`src/rtl/bcpd_pkg.sv`:
```
// ----------------------------------------------------------------------------
// bcpd_pkg
// Shared types and constants of the burst class priority deque.
// ----------------------------------------------------------------------------
package bcpd_pkg;

  localparam int unsigned CNT_W    = 32;
  localparam int unsigned APB_AW   = 3;
  localparam int unsigned APB_DW   = 32;
  localparam int unsigned REG_IDX_W = APB_AW - 2;

  localparam logic [REG_IDX_W-1:0] REG_DEFAULT_CLASS = '0;

  typedef enum logic [1:0] {
    OP_SCHEDULE = 2'd0,
    OP_TAKE     = 2'd1,
    OP_STEAL    = 2'd2,
    OP_NONE     = 2'd3
  } op_e;

  typedef enum logic [1:0] {
    ST_OK    = 2'd0,
    ST_EMPTY = 2'd1,
    ST_FULL  = 2'd2
  } status_e;

  typedef enum logic {
    S_IDLE = 1'b0,
    S_EXEC = 1'b1
  } state_e;

  // commands from the controller to the datapath
  typedef struct packed {
    logic load;
    logic exec;
  } ctrl_cmd_t;

endpackage

```
`src/rtl/bcpd_apb.sv`:
```
// ----------------------------------------------------------------------------
// bcpd_apb
// Configuration register file behind a simple APB-style slave port.
// ----------------------------------------------------------------------------
module bcpd_apb
  import bcpd_pkg::*;
#(
  parameter int unsigned NUM_CLASSES = 4,
  localparam int unsigned CLS_W = $clog2(NUM_CLASSES + 1)
) (
  input  logic              clk_i,
  input  logic              rst_ni,
  input  logic              psel,
  input  logic              penable,
  input  logic              pwrite,
  input  logic [APB_AW-1:0] paddr,
  input  logic [APB_DW-1:0] pwdata,
  output logic [APB_DW-1:0] prdata,
  output logic              pready,
  output logic [CLS_W-1:0]  default_class_o
);

  logic [CLS_W-1:0]     default_class_q, default_class_d;
  logic [REG_IDX_W-1:0] reg_idx;
  logic                 wr_en;

  assign reg_idx = paddr[APB_AW-1:2];
  assign wr_en   = psel & penable & pwrite & (reg_idx == REG_DEFAULT_CLASS);
  assign pready  = 1'b1;

  always_comb begin
    default_class_d = default_class_q;
    if (wr_en) begin
      default_class_d = pwdata[CLS_W-1:0];
    end
  end

  always_ff @(posedge clk_i or negedge rst_ni) begin
    if (!rst_ni) begin
      default_class_q <= CLS_W'(NUM_CLASSES);
    end else begin
      default_class_q <= default_class_d;
    end
  end

  always_comb begin
    prdata = '0;
    if (reg_idx == REG_DEFAULT_CLASS) begin
      prdata = APB_DW'(default_class_q);
    end
  end

  assign default_class_o = default_class_q;

endmodule

```
`src/rtl/bcpd_ctrl.sv`:
```
// ----------------------------------------------------------------------------
// bcpd_ctrl
// Sequencer: captures one transaction, runs its execute cycle once the
// result register is free, and tracks the result valid flag.
// ----------------------------------------------------------------------------
module bcpd_ctrl
  import bcpd_pkg::*;
(
  input  logic      clk_i,
  input  logic      rst_ni,
  input  logic      in_valid_i,
  output logic      in_ready_o,
  output logic      out_valid_o,
  input  logic      out_ready_i,
  output ctrl_cmd_t cmd_o
);

  state_e state_q, state_d;
  logic   out_valid_q, out_valid_d;
  logic   out_free;

  // result register empty or emptied this cycle
  assign out_free = !out_valid_q || out_ready_i;

  always_comb begin
    state_d = state_q;
    unique case (state_q)
      S_IDLE: begin
        if (in_valid_i) begin
          state_d = S_EXEC;
        end
      end
      S_EXEC: begin
        if (out_free) begin
          state_d = S_IDLE;
        end
      end
      default: state_d = S_IDLE;
    endcase
  end

  always_comb begin
    in_ready_o = 1'b0;
    cmd_o      = '0;
    unique case (state_q)
      S_IDLE: begin
        in_ready_o = 1'b1;
        cmd_o.load = in_valid_i;
      end
      S_EXEC: begin
        cmd_o.exec = out_free;
      end
      default: begin
        in_ready_o = 1'b0;
      end
    endcase
  end

  always_comb begin
    out_valid_d = out_valid_q;
    if (cmd_o.exec) begin
      out_valid_d = 1'b1;
    end else if (out_ready_i) begin
      out_valid_d = 1'b0;
    end
  end

  always_ff @(posedge clk_i or negedge rst_ni) begin
    if (!rst_ni) begin
      state_q     <= S_IDLE;
      out_valid_q <= 1'b0;
    end else begin
      state_q     <= state_d;
      out_valid_q <= out_valid_d;
    end
  end

  assign out_valid_o = out_valid_q;

endmodule

```
`src/rtl/bcpd_dpath.sv`:
```
// ----------------------------------------------------------------------------
// bcpd_dpath
// Per-class ring pointers and fill counts, class selection, task store and
// result registers.
// ----------------------------------------------------------------------------
module bcpd_dpath
  import bcpd_pkg::*;
#(
  parameter int unsigned NUM_CLASSES = 4,
  parameter int unsigned QUEUE_DEPTH = 16,
  parameter int unsigned ID_WIDTH    = 16,
  localparam int unsigned CLS_W  = $clog2(NUM_CLASSES + 1),
  localparam int unsigned TOT_W  = $clog2(NUM_CLASSES * QUEUE_DEPTH + 1)
) (
  input  logic                clk_i,
  input  logic                rst_ni,
  input  ctrl_cmd_t           cmd_i,
  input  logic [CLS_W-1:0]    default_class_i,
  input  logic [1:0]          op_i,
  input  logic [ID_WIDTH-1:0] task_id_i,
  input  logic [CLS_W-1:0]    burst_class_i,
  output logic [1:0]          status_o,
  output logic [ID_WIDTH-1:0] task_out_o,
  output logic [CLS_W-1:0]    class_out_o,
  output logic [TOT_W-1:0]    queued_total_o,
  output logic [CNT_W-1:0]    scheduled_count_o,
  output logic [CNT_W-1:0]    taken_count_o,
  output logic [CNT_W-1:0]    stolen_count_o
);

  localparam int unsigned CIDX_W    = $clog2(NUM_CLASSES);
  localparam int unsigned PTR_W     = $clog2(QUEUE_DEPTH);
  localparam int unsigned FILL_W    = $clog2(QUEUE_DEPTH + 1);
  localparam int unsigned ADDR_W    = CIDX_W + PTR_W;
  localparam int unsigned MEM_DEPTH = 1 << ADDR_W;

  // captured transaction
  logic [1:0]          op_q;
  logic [ID_WIDTH-1:0] id_q;
  logic [CLS_W-1:0]    bc_q;

  // per-class state
  logic [PTR_W-1:0]  head_q [NUM_CLASSES];
  logic [PTR_W-1:0]  tail_q [NUM_CLASSES];
  logic [FILL_W-1:0] fill_q [NUM_CLASSES];
  logic [TOT_W-1:0]  total_q;
  logic [CNT_W-1:0]  sched_cnt_q, take_cnt_q, steal_cnt_q;

  logic [ID_WIDTH-1:0] task_store_q [MEM_DEPTH];
  logic [ID_WIDTH-1:0] rdata_q;

  logic [1:0]       status_q, status_d;
  logic [CLS_W-1:0] cls_out_q, cls_out_d;
  logic             popped_q;

  op_e                op;
  logic               bc_ok, def_ok, any_queued, full;
  logic [CLS_W-1:0]   sched_cls;
  logic [CIDX_W-1:0]  sched_idx, take_idx, steal_idx, sel_idx;
  logic [FILL_W-1:0]  sel_fill;
  logic [PTR_W-1:0]   head_sel, tail_sel, head_next, tail_next, tail_prev, slot;
  logic [ADDR_W-1:0]  mem_addr;
  logic               do_push, do_take, do_steal, do_pop;

  always_ff @(posedge clk_i) begin
    if (cmd_i.load) begin
      op_q <= op_i;
      id_q <= task_id_i;
      bc_q <= burst_class_i;
    end
  end

  assign op = op_e'(op_q);

  // undefined or out-of-range classes fall back to the default, then longest
  assign bc_ok  = (bc_q != '0) && (bc_q <= CLS_W'(NUM_CLASSES));
  assign def_ok = (default_class_i != '0) && (default_class_i <= CLS_W'(NUM_CLASSES));
  assign sched_cls = bc_ok ? bc_q : (def_ok ? default_class_i : CLS_W'(NUM_CLASSES));
  assign sched_idx = CIDX_W'(sched_cls - CLS_W'(1));

  // priority search over the class fill counts
  always_comb begin
    take_idx   = '0;
    steal_idx  = '0;
    any_queued = 1'b0;
    for (int c = NUM_CLASSES - 1; c >= 0; c--) begin
      if (fill_q[c] != '0) begin
        take_idx = CIDX_W'(c);
      end
    end
    for (int c = 0; c < NUM_CLASSES; c++) begin
      if (fill_q[c] != '0) begin
        steal_idx  = CIDX_W'(c);
        any_queued = 1'b1;
      end
    end
  end

  always_comb begin
    unique case (op)
      OP_TAKE:  sel_idx = take_idx;
      OP_STEAL: sel_idx = steal_idx;
      default:  sel_idx = sched_idx;
    endcase
  end

  assign sel_fill = fill_q[sel_idx];
  assign head_sel = head_q[sel_idx];
  assign tail_sel = tail_q[sel_idx];
  assign full     = (sel_fill == FILL_W'(QUEUE_DEPTH));

  assign head_next = (head_sel == PTR_W'(QUEUE_DEPTH - 1)) ? '0 : head_sel + PTR_W'(1);
  assign tail_next = (tail_sel == PTR_W'(QUEUE_DEPTH - 1)) ? '0 : tail_sel + PTR_W'(1);
  assign tail_prev = (tail_sel == '0) ? PTR_W'(QUEUE_DEPTH - 1) : tail_sel - PTR_W'(1);

  always_comb begin
    do_push   = 1'b0;
    do_take   = 1'b0;
    do_steal  = 1'b0;
    status_d  = ST_OK;
    cls_out_d = '0;
    unique case (op)
      OP_SCHEDULE: begin
        do_push   = cmd_i.exec & !full;
        status_d  = full ? ST_FULL : ST_OK;
        cls_out_d = sched_cls;
      end
      OP_TAKE: begin
        do_take   = cmd_i.exec & any_queued;
        status_d  = any_queued ? ST_OK : ST_EMPTY;
        cls_out_d = any_queued ? CLS_W'(sel_idx) + CLS_W'(1) : '0;
      end
      OP_STEAL: begin
        do_steal  = cmd_i.exec & any_queued;
        status_d  = any_queued ? ST_OK : ST_EMPTY;
        cls_out_d = any_queued ? CLS_W'(sel_idx) + CLS_W'(1) : '0;
      end
      OP_NONE: begin
        status_d  = ST_OK;
      end
      default: begin
        status_d  = ST_OK;
      end
    endcase
  end

  assign do_pop = do_take | do_steal;

  always_comb begin
    priority if (do_steal) begin
      slot = tail_prev;
    end else if (do_take) begin
      slot = head_sel;
    end else begin
      slot = tail_sel;
    end
  end

  assign mem_addr = {sel_idx, slot};

  // task store: at most one write or one registered read per transaction
  always_ff @(posedge clk_i) begin
    if (do_push) begin
      task_store_q[mem_addr] <= id_q;
    end
    if (do_pop) begin
      rdata_q <= task_store_q[mem_addr];
    end
  end

  always_ff @(posedge clk_i or negedge rst_ni) begin
    if (!rst_ni) begin
      for (int c = 0; c < NUM_CLASSES; c++) begin
        head_q[c] <= '0;
        tail_q[c] <= '0;
        fill_q[c] <= '0;
      end
      total_q     <= '0;
      sched_cnt_q <= '0;
      take_cnt_q  <= '0;
      steal_cnt_q <= '0;
    end else begin
      if (do_push) begin
        tail_q[sel_idx] <= tail_next;
        fill_q[sel_idx] <= sel_fill + FILL_W'(1);
        total_q         <= total_q + TOT_W'(1);
        sched_cnt_q     <= sched_cnt_q + CNT_W'(1);
      end
      if (do_take) begin
        head_q[sel_idx] <= head_next;
        take_cnt_q      <= take_cnt_q + CNT_W'(1);
      end
      if (do_steal) begin
        tail_q[sel_idx] <= tail_prev;
        steal_cnt_q     <= steal_cnt_q + CNT_W'(1);
      end
      if (do_pop) begin
        fill_q[sel_idx] <= sel_fill - FILL_W'(1);
        total_q         <= total_q - TOT_W'(1);
      end
    end
  end

  always_ff @(posedge clk_i) begin
    if (cmd_i.exec) begin
      status_q  <= status_d;
      cls_out_q <= cls_out_d;
      popped_q  <= do_pop;
    end
  end

  assign status_o          = status_q;
  assign class_out_o       = cls_out_q;
  assign task_out_o        = popped_q ? rdata_q : '0;
  assign queued_total_o    = total_q;
  assign scheduled_count_o = sched_cnt_q;
  assign taken_count_o     = take_cnt_q;
  assign stolen_count_o    = steal_cnt_q;

endmodule

```
`src/rtl/burst_class_priority_deque_top.sv`:
```
// ----------------------------------------------------------------------------
// burst_class_priority_deque_top
// Multilevel priority deque of task ids, one ring per burst class.
// ----------------------------------------------------------------------------
// Usage:
//   Input channel (op_i, task_id_i, burst_class_i) and result channel
//   (status_o, task_out_o, class_out_o, queued_total_o and the three
//   counters) are valid/ready. Every input transaction gives one result.
//   Schedule appends to its class, take pops the head of the shortest
//   nonempty class, steal pops the tail of the longest nonempty class.
//   The default class register sits at byte address 0 of the APB port.
// Timing:
//   A transaction is captured in S_IDLE and executed in S_EXEC, where the
//   per-class pointer lookup and the single task store access happen, once
//   the result register is free; the result valid flag is set at execute.
//   No new transaction is accepted until the last one has executed.
// Reset:
//   All classes empty, counters zero, default class the longest. No
//   clearing pass: fill counts guard the task store.
// Stall:
//   While a result waits, the next transaction is still captured; its
//   execute cycle waits until the result register is taken.
// ----------------------------------------------------------------------------
module burst_class_priority_deque_top
  import bcpd_pkg::*;
#(
  parameter int unsigned NUM_CLASSES = 4,
  parameter int unsigned QUEUE_DEPTH = 16,
  parameter int unsigned ID_WIDTH    = 16,
  localparam int unsigned CLS_W = $clog2(NUM_CLASSES + 1),
  localparam int unsigned TOT_W = $clog2(NUM_CLASSES * QUEUE_DEPTH + 1)
) (
  input  logic                clk_i,
  input  logic                rst_ni,
  input  logic                in_valid_i,
  output logic                in_ready_o,
  input  logic [1:0]          op_i,
  input  logic [ID_WIDTH-1:0] task_id_i,
  input  logic [CLS_W-1:0]    burst_class_i,
  output logic                out_valid_o,
  input  logic                out_ready_i,
  output logic [1:0]          status_o,
  output logic [ID_WIDTH-1:0] task_out_o,
  output logic [CLS_W-1:0]    class_out_o,
  output logic [TOT_W-1:0]    queued_total_o,
  output logic [CNT_W-1:0]    scheduled_count_o,
  output logic [CNT_W-1:0]    taken_count_o,
  output logic [CNT_W-1:0]    stolen_count_o,
  input  logic                psel,
  input  logic                penable,
  input  logic                pwrite,
  input  logic [APB_AW-1:0]   paddr,
  input  logic [APB_DW-1:0]   pwdata,
  output logic [APB_DW-1:0]   prdata,
  output logic                pready
);

  ctrl_cmd_t        cmd;
  logic [CLS_W-1:0] default_class;

  bcpd_apb #(
    .NUM_CLASSES (NUM_CLASSES)
  ) u_apb (
    .clk_i           (clk_i),
    .rst_ni          (rst_ni),
    .psel            (psel),
    .penable         (penable),
    .pwrite          (pwrite),
    .paddr           (paddr),
    .pwdata          (pwdata),
    .prdata          (prdata),
    .pready          (pready),
    .default_class_o (default_class)
  );

  bcpd_ctrl u_ctrl (
    .clk_i       (clk_i),
    .rst_ni      (rst_ni),
    .in_valid_i  (in_valid_i),
    .in_ready_o  (in_ready_o),
    .out_valid_o (out_valid_o),
    .out_ready_i (out_ready_i),
    .cmd_o       (cmd)
  );

  bcpd_dpath #(
    .NUM_CLASSES (NUM_CLASSES),
    .QUEUE_DEPTH (QUEUE_DEPTH),
    .ID_WIDTH    (ID_WIDTH)
  ) u_dpath (
    .clk_i             (clk_i),
    .rst_ni            (rst_ni),
    .cmd_i             (cmd),
    .default_class_i   (default_class),
    .op_i              (op_i),
    .task_id_i         (task_id_i),
    .burst_class_i     (burst_class_i),
    .status_o          (status_o),
    .task_out_o        (task_out_o),
    .class_out_o       (class_out_o),
    .queued_total_o    (queued_total_o),
    .scheduled_count_o (scheduled_count_o),
    .taken_count_o     (taken_count_o),
    .stolen_count_o    (stolen_count_o)
  );

endmodule

```
`config.mk`:
```
export PLATFORM = sky130hd
export DESIGN_NAME = burst_class_priority_deque_top
export DESIGN_NICKNAME = d
export VERILOG_FILES = /design/src/rtl/bcpd_pkg.sv /design/src/rtl/bcpd_apb.sv /design/src/rtl/bcpd_ctrl.sv /design/src/rtl/bcpd_dpath.sv /design/src/rtl/burst_class_priority_deque_top.sv
export SDC_FILE = /design/constraint.sdc
export NUM_CORES = 1
export LEC_CHECK = 0
export ABC_AREA = 1
export BUFFER_PORTS_ARGS = -buffer_cell sky130_fd_sc_hd__buf_2
export CAP_MARGIN = 20
export CORE_MARGIN = 1.5
export CORE_UTILIZATION = 40
export DETAILED_ROUTE_END_ITERATION = 7
export PLACE_DENSITY = 0.6
export SETUP_SLACK_MARGIN = 0.02
export SYNTH_ARGS = -nofsm -noshare
export SYNTH_HDL_FRONTEND = slang
export SYNTH_SLANG_ARGS = --single-unit
```
`constraint.sdc`:
```
create_clock -name clk_i -period 4 [get_ports clk_i]
set_input_delay 0.8 -clock clk_i [delete_from_list [all_inputs] [get_ports clk_i]]
set_output_delay 0.8 -clock clk_i [all_outputs]
set_load 0.1 [all_outputs]
```
==> results.md <==
* Status: finished clean
* Iteration-0 DRC Markers at 3774
* CTS Buffer Depth at 3
* Top_reg_cell synth: edfxtp_1
* Vias at 40318
* Clock Skews at 0.0319 ns
* Post-Syn Area at 56500 µm²
* Syn Inst Count at 5519
* Final antenna-violating net count at 0
* Avg WL per Cell at 19.8 µm
* Setup crit start kind: register
* Routability Congestion at 0.908
* Initial antenna violation count at 2
* WL final at 158 mm
* Vias per cell at 5.03
* Final TNS setup at 0 ns
* Die area at 144000 µm²
* Clk_lat worst skew at 0.78 ns
* Ports at 222
* Avg Cell Area, Syn at 10.2 µm²
* Core box area at 140000 µm²
* Synthesis-to-finish area growth at 22.8%
* Hold path endpoint: u_dpath.id_q[10]$_DFFE_PP_
* Final Max Slew Viols at 0
* CTS Sinks at 1227
* Relative slew slack at 30.7%
* Clock Root Buffer: clkbuf_16
* Vias in the first global route at 37747
* Setup CP Type: register to register
* Share of layout cells above drive strength 1 at 18.1%
* Synth cell types at 47
* CTS buffer count at 136
* Initial Util at 40.4%
* Sequential area share after synthesis at 63.8%
* Required time worst endpoint at 4.50 ns
* Hpwl dp at 96.3 mm
* Final min period at 3.89 ns
* HP Start: task_id_i[10]
* Die Ht at 379 µm
* Clock transition at path regs at 0.06 ns
* Hold depth at 1
* Total of max-cap violations at 0
* Worst R2R Path Depth at 27
* PwrDens at 888 nW/µm²
* Filler instances at 12386
* First-pass GRT wire length at 232 mm
* R2R Path End: u_dpath.rdata_q[10]$_DFFE_PN_
* Max Fclk at 257 MHz
* Hold Crit Class: input port to register
* Final cycle utilization of the critical path at 97.3%
* Crit end category: register
* Crit Path Max Fanout at 10
* Max H-tree Level at 4
* FF-to-FF setup slack at 0.11 ns
* Port Buf Inserts at 160
* Rows at 137
* All-Layer GR Usage at 21.5%
* Largest net degree at the start of global routing at 67
* Grt ovf at 0
* Synthesized flop and latch total at 1227
* YS warnings at 0
* VDD IR-drop max at 0.574 mV
* R2r startpoint: u_apb.default_class_o[2]$_DFFE_PN1P_
* Fraction of registers with async set/reset at 13.0%
* Crit path arrival time at 4.40 ns
* Post-route DRC violation count at 0
* CTS tree: built
* P_leak at 29.8 nW
* Worst Tran Pin Value at 1.04 ns
* Final hold vios at 0
* Nets@finish at 6120
* Initial DRT Pass Iterations at 6
* Die Wd at 379 µm
* EDFF count, synth at 1067
* Final setup fails at 0
* Core Util, Final at 49.6%
[sequential cells by signal, indices dropped and copies added, names as in the netlist, named ones only]
register	cells
u_apb.default_class_o	3
u_ctrl.out_valid_o	1
u_ctrl.state_q	1
u_dpath.bc_q	3
u_dpath.class_out_o	3
u_dpath.fill_q	16
u_dpath.head_q	16
u_dpath.id_q	16
u_dpath.op	2
u_dpath.popped_q	1
u_dpath.queued_total_o	7
u_dpath.rdata_q	16
u_dpath.scheduled_count_o	32
u_dpath.status_o	2
u_dpath.stolen_count_o	32
u_dpath.tail_q	16
u_dpath.taken_count_o	32
u_dpath.task_store_q	1024
[worst max-delay path, stage by stage, from the launching register on]
cell and delay, ns:
dfstp_2 0.54, inv_2 0.05, ha_4 0.20, nor2_2 0.08
nand3_1 0.12, buf_4 0.17, nand3_4 0.10, nand2_4 0.06
nand2_4 0.08, nand2_8 0.08, nand3_4 0.08, and2_4 0.16
ha_4 0.16, nand3_4 0.07, nand3_4 0.12, buf_12 0.17
buf_16 0.18, buf_12 0.15, clkbuf_16 0.16, nand3b_1 0.07
nand3_1 0.08, nand2_1 0.09, nor2_2 0.15, nand2_2 0.10
nand3_1 0.09, nand2_1 0.10, nand2_1 0.09, nand2_2 0.08
[cells in the mapped netlist, types with 24 or more instances]
cell | n | area share (%)
nand2_1 | 1286 | 8.5
edfxtp_1 | 1067 | 57
inv_1 | 853 | 5.7
nand3_1 | 796 | 7.1
nor2_1 | 355 | 2.4
nand3b_1 | 307 | 4.1
dfrtp_1 | 159 | 7.0
buf_2 | 134 | 1.2
buf_4 | 118 | 1.6
xor2_1 | 75 | 1.2
a21oi_1 | 52 | 0.46
o21ai_0 | 41 | 0.36
nor3_1 | 31 | 0.27
xnor2_1 | 28 | 0.43
ha_1 | 24 | 0.53
[where the power goes]
part	internal, mW	switching, mW	leakage (nW)
sequential	15.0	0.396	11.6
combinational	12.3	21.8	16.1
clock	6.97	5.07	2.06
total	34.3	27.3	29.8
[worst max-delay path by stage]
stage / slack, ns / depth (start not counted) / from / end
global placement: -0.27 / 26 / u_apb.default_class_o[2]$_DFFE_PN1P_ / u_dpath.rdata_q[11]$_DFFE_PN_
floorplan: -0.20 / 20 / u_apb.default_class_o[2]$_DFFE_PN1P_ / u_dpath.task_store_q[0][0]$_DFFE_PP_
detailed placement: -0.30 / 26 / u_apb.default_class_o[2]$_DFFE_PN1P_ / u_dpath.rdata_q[0]$_DFFE_PN_
global route: -0.06 / 28 / u_apb.default_class_o[2]$_DFFE_PN1P_ / u_dpath.rdata_q[3]$_DFFE_PN_
finish: 0.11 / 27 / u_apb.default_class_o[2]$_DFFE_PN1P_ / u_dpath.rdata_q[10]$_DFFE_PN_
CTS: -0.04 / 27 / u_apb.default_class_o[2]$_DFFE_PN1P_ / u_dpath.rdata_q[10]$_DFFE_PN_
[cells by family after synthesis]
group / count (synthesis) / synth area share, %
buf+inv: 1158 / 9.05
compound gates: 142 / 1.46
mux: 2 / 0.0399
fa+ha+maj: 25 / 0.567
flops: 1227 / 63.8
other cells: 2 / 0.0133
xor+xnor: 103 / 1.60
simple gates: 2860 / 23.5
[routing by layer]
metal / share of wire (%) / global-route usage [%] / wire, µm / up-vias
met1: 43 / 29.2 / 67400 / 19481
met2: 48 / 35.0 / 75800 / 1419
met5: 0.0082 / 0 / 13 / -
met4: 3.1 / 8.06 / 4990 / 2
met3: 6.5 / 2.92 / 10200 / 270
li1: - / - / - / 19146
[cells in the final DEF, fill, tap and decap left out, types with 10 or more instances in the layout]
master	count
a21oi_1	52
a22oi_1	12
a31oi_1	12
buf_12	124
buf_16	20
buf_2	159
buf_4	271
buf_6	40
clkbuf_1	35
clkbuf_16	163
clkinv_1	29
clkinv_2	16
conb_1	30
dfrtp_1	159
edfxtp_1	1067
ha_1	22
inv_1	849
inv_2	10
nand2_1	1208
nand2_2	77
nand2_4	13
nand3_1	756
nand3_2	46
nand3_4	13
nand3b_1	307
nand4_1	20
nor2_1	255
nor2_2	82
nor2_4	30
nor3_1	31
nor4_1	12
o21ai_0	40
o21ai_1	10
xnor2_1	28
xor2_1	75
[area by class of cell]
class / instances / area [µm²] / area share [%]
flip-flops and latches: 1227 / 36000 / 52.0
multi-input cells: 3162 / 16400 / 23.7
repair buffers: 644 / 7050 / 10.2
clock buffers: 179 / 3700 / 5.34
inverters: 861 / 3250 / 4.68
well taps: 1876 / 2350 / 3.38
clock inverters: 66 / 536 / 0.772
diodes: 1 / 2.50 / 0.00361
[stage by stage]
step	power [mW]	hold WS [ns]	cells	setup WS [ns]	area (µm²)
2_1_floorplan	32.9	0.442	5547	-0.201	56600
3_3_place_gp	44.8	0.455	7698	-0.272	62400
3_5_place_dp	44.9	0.459	7698	-0.301	62400
4_1_cts	59.5	0.160	7977	-0.0357	67900
5_1_grt	64.6	0.183	8015	-0.0609	69400
6_report	61.6	0.211	8016	0.108	69400
[repair_timing]
action | 4_1_cts | 5_1_grt
hold buffers | 1 | 0
pin swaps | 9 | 67
cloned | 13 | 23
setup buffers | 20 | 17
endpoints found under the setup margin | 1049 | 1062
endpoints found under the hold margin | 49 | 0
gates resized for setup | 160 | 209
Power figures use the tool's default switching activity.
